$ cat config.mk
export PLATFORM = sky130hd
export DESIGN_NAME = bounded_hash_random_generator_top
export DESIGN_NICKNAME = d
export VERILOG_FILES = /design/src/bhrg_pkg.sv /design/src/bounded_hash_random_generator_top.sv
export SDC_FILE = /design/constraint.sdc
export NUM_CORES = 1
export LEC_CHECK = 0
export BUFFER_PORTS_ARGS = -buffer_cell sky130_fd_sc_hd__buf_2
export CORE_MARGIN = 3
export CORE_UTILIZATION = 40
export DETAILED_ROUTE_END_ITERATION = 6
export GPL_TIMING_DRIVEN = 0
export SETUP_SLACK_MARGIN = 0.5
export SLEW_MARGIN = 5
export SYNTH_ARGS = -nofsm -noshare
export SYNTH_HDL_FRONTEND = slang
export SYNTH_SLANG_ARGS = --single-unit
$ cat constraint.sdc
create_clock -name clk -period 15 [get_ports clk]
set_input_delay 3 -clock clk [delete_from_list [all_inputs] [get_ports clk]]
set_output_delay 3 -clock clk [all_outputs]
set_load 0.01 [all_outputs]
$ cat src/bhrg_pkg.sv
// Package with the codes, constants and state type of the bounded hash random generator.
`timescale 1ns / 1ps

package bhrg_pkg;

	localparam logic [1:0] OP_LOAD    = 2'd0;
	localparam logic [1:0] OP_RAW     = 2'd1;
	localparam logic [1:0] OP_BOUNDED = 2'd2;

	localparam logic [31:0] WEYL_STEP = 32'h9e37_79b9;
	localparam logic [31:0] MIX_MUL_A = 32'h7feb_352d;
	localparam logic [31:0] MIX_MUL_B = 32'h846c_a68b;

	typedef enum logic [2:0] {
		ST_IDLE,
		ST_DIV_CUT,
		ST_DRAW,
		ST_MUL_A,
		ST_MUL_B,
		ST_CHECK,
		ST_DIV_MOD,
		ST_FINISH
	} state_t;

endpackage

$ cat src/bounded_hash_random_generator_top.sv
// Top level of the bounded hash random generator with its sequencer and shared units.
`timescale 1ns / 1ps

// Each request on the input channel (operation, operand) yields exactly one
// value on the output channel, both under valid and ready.
// A seed load writes the Weyl counter and presents zero once the request is
// taken. A raw draw advances the counter in ST_DRAW, hashes it with one shared
// multiplier in ST_MUL_A and ST_MUL_B and presents the hash through ST_CHECK
// and ST_FINISH. A bounded draw first finds the rejection cutoff with a
// restoring divider that retires one bit per cycle, then takes draws until
// one reaches the cutoff, and reduces it modulo the bound with the same divider.
// A bound of zero and the unused operation code present zero as well and
// leave the counter alone.
// One request is worked on at a time and in_ready is high only while the
// sequencer is idle.
// A finished value sits in an output register, so the next request is taken
// while it waits; a later result waits in its last state until the receiver
// has taken the earlier one.
// Reset clears the counter to zero and empties the output register.
module bounded_hash_random_generator_top (
	input  logic        clk,
	input  logic        arst_n,
	input  logic        in_valid,
	output logic        in_ready,
	input  logic [1:0]  operation,
	input  logic [31:0] operand,
	output logic        out_valid,
	input  logic        out_ready,
	output logic [31:0] value
);
	import bhrg_pkg::*;

	state_t      state_q;
	state_t      state_d;
	logic [1:0]  op_q;
	logic [31:0] ctr_q;
	logic [31:0] bound_q;
	logic [31:0] cutoff_q;
	logic [31:0] work_q;
	logic [31:0] rem_q;
	logic [31:0] dvd_q;
	logic [4:0]  cnt_q;
	logic        out_valid_q;
	logic [31:0] value_q;

	logic        in_fire;
	logic        out_free;
	logic [32:0] shifted;
	logic        div_ge;
	logic [31:0] rem_next;
	logic [31:0] ctr_next;
	logic [31:0] mul_b;
	logic [31:0] product;
	logic        div_last;

	assign in_ready  = (state_q == ST_IDLE);
	assign in_fire   = in_valid && in_ready;
	assign out_free  = !out_valid_q || out_ready;
	assign out_valid = out_valid_q;
	assign value     = value_q;

	assign shifted  = {rem_q, dvd_q[31]};
	assign div_ge   = (shifted >= {1'b0, bound_q});
	assign rem_next = div_ge ? 32'(shifted - {1'b0, bound_q}) : shifted[31:0];
	assign div_last = (cnt_q == 5'd31);

	assign ctr_next = ctr_q + WEYL_STEP;
	assign mul_b    = (state_q == ST_MUL_A) ? MIX_MUL_A : MIX_MUL_B;
	assign product  = 32'(work_q * mul_b);

	always_ff @(posedge clk or negedge arst_n) begin
		if (!arst_n) begin
			state_q <= ST_IDLE;
		end else begin
			state_q <= state_d;
		end
	end

	always_comb begin
		state_d = state_q;
		unique case (state_q)
			ST_IDLE: begin
				if (in_fire) begin
					if (operation == OP_RAW) begin
						state_d = ST_DRAW;
					end else if (operation == OP_BOUNDED && operand != 32'd0) begin
						state_d = ST_DIV_CUT;
					end else begin
						state_d = ST_FINISH;
					end
				end
			end
			ST_DIV_CUT: begin
				if (div_last) begin
					state_d = ST_DRAW;
				end
			end
			ST_DRAW:  state_d = ST_MUL_A;
			ST_MUL_A: state_d = ST_MUL_B;
			ST_MUL_B: state_d = ST_CHECK;
			ST_CHECK: begin
				if (op_q != OP_BOUNDED) begin
					state_d = ST_FINISH;
				end else if (work_q < cutoff_q) begin
					state_d = ST_DRAW;
				end else begin
					state_d = ST_DIV_MOD;
				end
			end
			ST_DIV_MOD: begin
				if (div_last) begin
					state_d = ST_FINISH;
				end
			end
			ST_FINISH: begin
				if (out_free) begin
					state_d = ST_IDLE;
				end
			end
			default: state_d = ST_IDLE;
		endcase
	end

	always_ff @(posedge clk or negedge arst_n) begin
		if (!arst_n) begin
			ctr_q       <= 32'd0;
			out_valid_q <= 1'b0;
		end else begin
			if (in_fire && operation == OP_LOAD) begin
				ctr_q <= operand;
			end else if (state_q == ST_DRAW) begin
				ctr_q <= ctr_next;
			end
			if (state_q == ST_FINISH && out_free) begin
				out_valid_q <= 1'b1;
			end else if (out_ready) begin
				out_valid_q <= 1'b0;
			end
		end
	end

	always_ff @(posedge clk) begin
		unique case (state_q)
			ST_IDLE: begin
				op_q    <= operation;
				bound_q <= operand;
				work_q  <= 32'd0;
				rem_q   <= 32'd0;
				dvd_q   <= 32'd0 - operand;
				cnt_q   <= 5'd0;
			end
			ST_DIV_CUT, ST_DIV_MOD: begin
				rem_q <= rem_next;
				dvd_q <= {dvd_q[30:0], 1'b0};
				cnt_q <= cnt_q + 5'd1;
				if (div_last) begin
					if (state_q == ST_DIV_CUT) begin
						cutoff_q <= rem_next;
					end else begin
						work_q <= rem_next;
					end
				end
			end
			ST_DRAW: begin
				work_q <= ctr_next ^ (ctr_next >> 16);
			end
			ST_MUL_A: begin
				work_q <= product ^ (product >> 15);
			end
			ST_MUL_B: begin
				work_q <= product ^ (product >> 16);
			end
			ST_CHECK: begin
				rem_q <= 32'd0;
				dvd_q <= work_q;
				cnt_q <= 5'd0;
			end
			ST_FINISH: begin
				if (out_free) begin
					value_q <= work_q;
				end
			end
			default: begin
			end
		endcase
	end

	// The remainder never reaches the bound while the divider runs.
	assert property (@(posedge clk) disable iff (!arst_n)
		(state_q == ST_DIV_CUT || state_q == ST_DIV_MOD) |-> (rem_q < bound_q))
		else $error("divider remainder reached the bound");

	// Once a bounded draw is hashing, the cutoff is below the bound.
	assert property (@(posedge clk) disable iff (!arst_n)
		(state_q == ST_MUL_A && op_q == OP_BOUNDED) |-> (cutoff_q < bound_q))
		else $error("rejection cutoff not below the bound");

	// The counter moves only on a draw or a seed load.
	assert property (@(posedge clk) disable iff (!arst_n)
		(state_q != ST_DRAW && !in_fire) |=> $stable(ctr_q))
		else $error("Weyl counter changed outside a draw or load");

	// A finished result waits while the previous one is still held.
	assert property (@(posedge clk) disable iff (!arst_n)
		(state_q == ST_FINISH && out_valid_q && !out_ready) |=> (state_q == ST_FINISH))
		else $error("result left the sequencer while the output was stalled");

	// A result appears only after the sequencer's last state.
	assert property (@(posedge clk) disable iff (!arst_n)
		$rose(out_valid_q) |-> ($past(state_q) == ST_FINISH))
		else $error("output became valid without a finished request");

endmodule
Word-level counts from Yosys, hierarchy flattened
Index checks and enable logic that the tools add are counted.
{"block": "classes", "add_sub_neg": 4, "n_mul": 1, "magnitude_cmp": 2, "n_eq_ne": 17, "n_mux": 21, "bitwise": 3, "reduce_logical": 20}
{"operator": "$mux 32", "n": 6}
{"operator": "$pmux 32 s5", "n": 1}
{"operator": "$pmux 32 s3", "n": 1}
{"operator": "$pmux 32 s2", "n": 1}
{"operator": "$xor 32x16->32", "n": 2}
{"operator": "$ge 33x32->1", "n": 1}
{"operator": "$add 32x32->32 const B", "n": 1}
{"operator": "$lt 32x32->1", "n": 1}
{"operator": "$mul 32x32->32", "n": 1}
{"operator": "$reduce_bool 32->1", "n": 1}
{"operator": "$sub 1x32->32 const A", "n": 1}
{"operator": "$sub 32x32->32", "n": 1}
{"operator": "$xor 32x17->32", "n": 1}
{"operator": "$mux 3", "n": 8}
{"operator": "$pmux 3 s8", "n": 1}
{"operator": "$eq 3x3->1 const B", "n": 4}
{"operator": "$ne 2x2->1 const B", "n": 6}
{"operator": "$pmux 5 s2", "n": 1}
{"operator": "$eq 3x2->1 const B", "n": 2}
{"operator": "$reduce_and 3->1", "n": 2}
{"operator": "$reduce_bool 2->1", "n": 3}
{"operator": "$add 5x1->5 const B", "n": 1}
{"operator": "$eq 5x5->1 const B", "n": 1}
{"operator": "$reduce_bool 5->1", "n": 1}
{"operator": "other kinds (14)", "n": 19}
{"block": "totals", "register_bits": 235, "in_bits": 38, "output_inout_bits": 34, "word_cells": 79}

Logic depth before layout (Yosys ltp)
{"block": "logic_depth", "depth_word": 6, "ltp_mapped": 33, "depth_no_buf": 28}

Least setup slack after synthesis
No wires, ideal clock.
{"block": "synth_timing", "path_kind": "register to register", "startpoint": "register state_q[2]", "endpoint": "register work_q[15], data pin", "setup_time_ns": 0.261, "t_arrival_ns": 8.004, "required_time_ns": 14.739, "slack_ns": 6.735, "stages_incl_launch_ff": 28, "path_buffers": 4, "period_less_slack_ns": 8.265, "cell_sequence": "dfrtp_1 > and3b_1 > buf_2 > clkbuf_1 > clkbuf_1 > buf_1 > nor2_1 > fa_1 > fa_1 > inv_1 > fa_1 > inv_1 > fa_1 > fa_1 > fa_1 > fa_1 > inv_1 > fa_1 > inv_1 > ha_1 > and4_1 > and2_1 > a22o_1 > nor2_1 > mux2i_1 > o22ai_1 > or4_1 > a221o_1"}
{"block": "synth_via", "elab_chain_len": 5, "elab_cells_between_ends": 12, "cone_classes": "mul: 1; eq/ne: 5; mux: 2; bitwise: 2; reduce/logical: 2"}
{"item": "from (decl)", "line": "bounded_hash_random_generator_top.sv:33", "rtl": "state_t state_q;"}
{"item": "from (signal assigned)", "line": "bounded_hash_random_generator_top.sv:75", "rtl": "state_q <= state_d;"}
{"item": "$eq 3x2->1", "line": "bounded_hash_random_generator_top.sv:68, bounded_hash_random_generator_top.sv:143"}
{"item": "$mux 32", "line": "bounded_hash_random_generator_top.sv:68", "rtl": "assign mul_b = (state_q == ST_MUL_A) ? MIX_MUL_A : MIX_MUL_B;"}
{"item": "$mul 32x32->32", "line": "bounded_hash_random_generator_top.sv:69", "rtl": "assign product = 32'(work_q * mul_b);"}
{"item": "$xor 32x16->32 / $xor 32x17->32 (equally long branches)", "line": "bounded_hash_random_generator_top.sv:171, bounded_hash_random_generator_top.sv:168"}
{"item": "$pmux 32 s5 *", "line": "bounded_hash_random_generator_top.sv:143", "rtl": "unique case (state_q)"}
{"item": "to (signal assigned)", "line": "bounded_hash_random_generator_top.sv:160", "rtl": "work_q <= rem_next;"}
{"item": "to (signal assigned)", "line": "bounded_hash_random_generator_top.sv:168", "rtl": "work_q <= product ^ (product >> 15);"}
{"item": "to (signal assigned)", "line": "bounded_hash_random_generator_top.sv:171", "rtl": "work_q <= product ^ (product >> 16);"}
{"item": "to (decl)", "line": "bounded_hash_random_generator_top.sv:39", "rtl": "logic [31:0] work_q;"}
Mark *: on every way between the ends. The rest lies on a longest branch, timed or not.
A chain may end at the register's enable or synchronous reset.

Worst setup path in the final report
{"block": "layout_timing", "startpoint": "register state_q[1]", "endpoint": "register work_q[10], data pin"}
Same word-level chain as after synthesis.

==> results.json <==
{
  "synthTopCellsByArea": "edfxtp_1, fa_1, ha_1",
  "fin_tns_setup_ps": 0,
  "fmax_mhz": 88.9,
  "hp-start": "ctr_q[1]",
  "final-setup-viol-count": 0,
  "cts_buffer_depth": 3,
  "port_buffers": 71,
  "antenna_found_initial": 0,
  "post-route-drc-count": 0,
  "clock_latency_ps": 570,
  "dp.cells": 3573,
  "layout.cells.non_filler": 3625,
  "synth_cell_types": 85,
  "routed-via-count": 20100,
  "hold_viol_final": 0,
  "synthCells": 2607,
  "drt-total-wl_mm": 90.7,
  "period_minus_slack_ps": 11240,
  "async_flop_share": 0.153,
  "core.rowCount": 92,
  "numCtsBuffers": 28,
  "area_growth_syn_to_layout_pct": 10.8,
  "worstPathMaxFanout": 10,
  "clock_sinks": 235,
  "hp-class": "reg2reg",
  "yosys_register_bits": 235,
  "die_width_um": 259,
  "yosysTopAreaCell": "edfxtp_1",
  "tightest_slew_ps": 1420,
  "worst_path_most_repeated_cell": "fa_1",
  "die_h_um": 259,
  "postPlaceCellArea_sq_um": 27400,
  "holdPathEnd": "ctr_q[1]",
  "setup.worst_path.start": "state_q[1]",
  "yosysWarnings": 0,
  "status": "finished, final reports clean",
  "slew_viol_final": 0,
  "root_buffer": "clkbuf_16",
  "cts_setup_buffers": 0,
  "r2r_slack_ps": 3760,
  "htree_levels": 1,
  "r2r_start": "state_q[1]",
  "vias_per_cell": 5.54,
  "drtAntennaViolNets": 0,
  "finClkSkew_ps": 27.0,
  "multi_input_area_sq_um": 16700,
  "synth_area_per_cell_sq_um": 9.85,
  "io_pins": 72,
  "track_usage": 0.273,
  "core_sq_um": 63300,
  "nFillCells": 6132,
  "regArea_sq_um": 6880,
  "start_kind": "register",
  "drtIter0Drc": 1664,
  "cts_resized": 0,
  "critPathSlowestCell": "a21boi_0",
  "rr_endpoint": "work_q[10]",
  "cp.required_ps": 15280,
  "critical_path_class": "reg2reg",
  "path_clk_slew_ps": 70,
  "place_congestion": 0.994,
  "grt-ovfl-total": 0,
  "drive_gt1_frac": 0.0651,
  "syn_area_sq_um": 25700,
  "synth_top_area_share": 0.233,
  "synthFlopType": "edfxtp_1",
  "fin_nets": 3306,
  "postCtsHoldBufs": 0,
  "die_area_sq_um": 67300,
  "grt_max_degree": 37,
  "wire_per_inst_um": 25.0,
  "stdcell_area_sq_um": 28400,
  "reg2reg_depth": 29,
  "worst_setup_path_end_kind": "register",
  "start_util": 0.406,
  "dr.pass1.iters": 6,
  "synth-seq-area-share": 0.268,
  "slew_headroom": 0.0452,
  "grt_pass1_vias": 21100,
  "cts_tree": "yes",
  "max_cap_violations": 0,
  "post-route-period-util": 0.749,
  "crit_arrival_ps": 11520,
  "hold_depth": 2,
  "hpwl_mm": 73.6,
  "n_antenna_cell": 0,
  "synth_edf_count": 199,
  "grt_first_pass_wirelength_mm": 136,
  "cp_slowest_stage_delay_ps": 1150,
  "rsz0062_at_grt": "no"
}
-- routing by layer --
metal	wire, um	vias to the layer above	GRT usage
met5	0	-	0
met4	5670	0	0.139
met3	6460	211	0.0406
met2	42800	884	0.453
met1	35800	9984	0.346
li1	-	8995	-
-- flip-flops by register name, indices dropped and copies added, names as in the netlist --
name       flops
cnt_q          5
ctr_q         32
out_valid      1
work_q        32
cutoff_q      32
dvd_q         32
value         32
bound_q       32
state_q        3
rem_q         32
op_q           2
-- cell usage after synthesis, drive strengths merged (36+ instances only) --
| master | n |
|---|---|
| a21o | 37 |
| a21oi | 83 |
| a22oi | 43 |
| clkbuf | 75 |
| dfrtp | 36 |
| edfxtp | 199 |
| fa | 283 |
| ha | 228 |
| inv | 521 |
| nand2 | 183 |
| nor2 | 141 |
| nor3 | 40 |
| o21ai | 123 |
| xnor2 | 129 |
| xor2 | 70 |
-- how the worst max path moves through the flow --
stage	endpoint	slack (ps)	cells after the start
floorplan	work_q[15]	6730	27
global placement	work_q[10]	3970	29
detailed placement	work_q[10]	3860	29
CTS	work_q[10]	3850	29
global route	work_q[10]	3320	29
finish	work_q[10]	3760	29
-- area by class of cell --
cell class | instances | area share
buffer | 85 | 0.0116
clock inverter | 21 | 0.0109
tap | 846 | 0.0372
inverter | 521 | 0.0687
timing repair buffer | 82 | 0.0179
sequential | 235 | 0.242
clock buffer | 31 | 0.0250
multi-input combinational | 1804 | 0.587
-- critical path: cells and delay by family, from the launching register on --
kind	cells	cell delay, ps
AO/OA/AOI/OAI	6	2100
adder cells (fa/ha/maj)	9	4430
AND/OR/NAND/NOR	4	850
buffers and inverters	9	3100
flip-flops	1	320
XOR/XNOR	1	160
-- stage by stage --
stage	worst slack (ps)	utilization	hold slack, ps
3_3_place_gp	3970	0.430	492
3_5_place_dp	3860	0.433	504
5_1_grt	3320	0.449	562
2_1_floorplan	6730	-	472
4_1_cts	3850	0.449	523
6_report	3760	0.449	534
-- logic make-up (layout without fill, tap and decap cells) --
kind of cell / count (synthesis) / after routing / share of synthesized area
flip-flops: 235 / 235 / 0.268
AND/OR/NAND/NOR: 551 / 551 / 0.104
XOR/XNOR: 202 / 202 / 0.0705
AO/OA/AOI/OAI: 474 / 474 / 0.127
buffers and inverters: 606 / 740 / 0.0890
other: 2 / 40 / 0.000292
adder cells (fa/ha/maj): 511 / 511 / 0.332
multiplexers: 26 / 26 / 0.0106
-- cells in the final DEF, fill, tap and decap left out, types with 40 or more instances in the layout --
cell / instances
xnor2_1: 128
conb_1: 40
ha_1: 228
buf_2: 76
fa_1: 283
nand2_1: 182
a22oi_1: 43
edfxtp_1: 199
nor2_1: 140
o21ai_0: 118
inv_1: 521
xor2_1: 70
a21oi_1: 83
clkbuf_1: 78
Power is not shown: default switching activity piles up to over one toggle a cycle in this logic, so the estimate is an artifact.
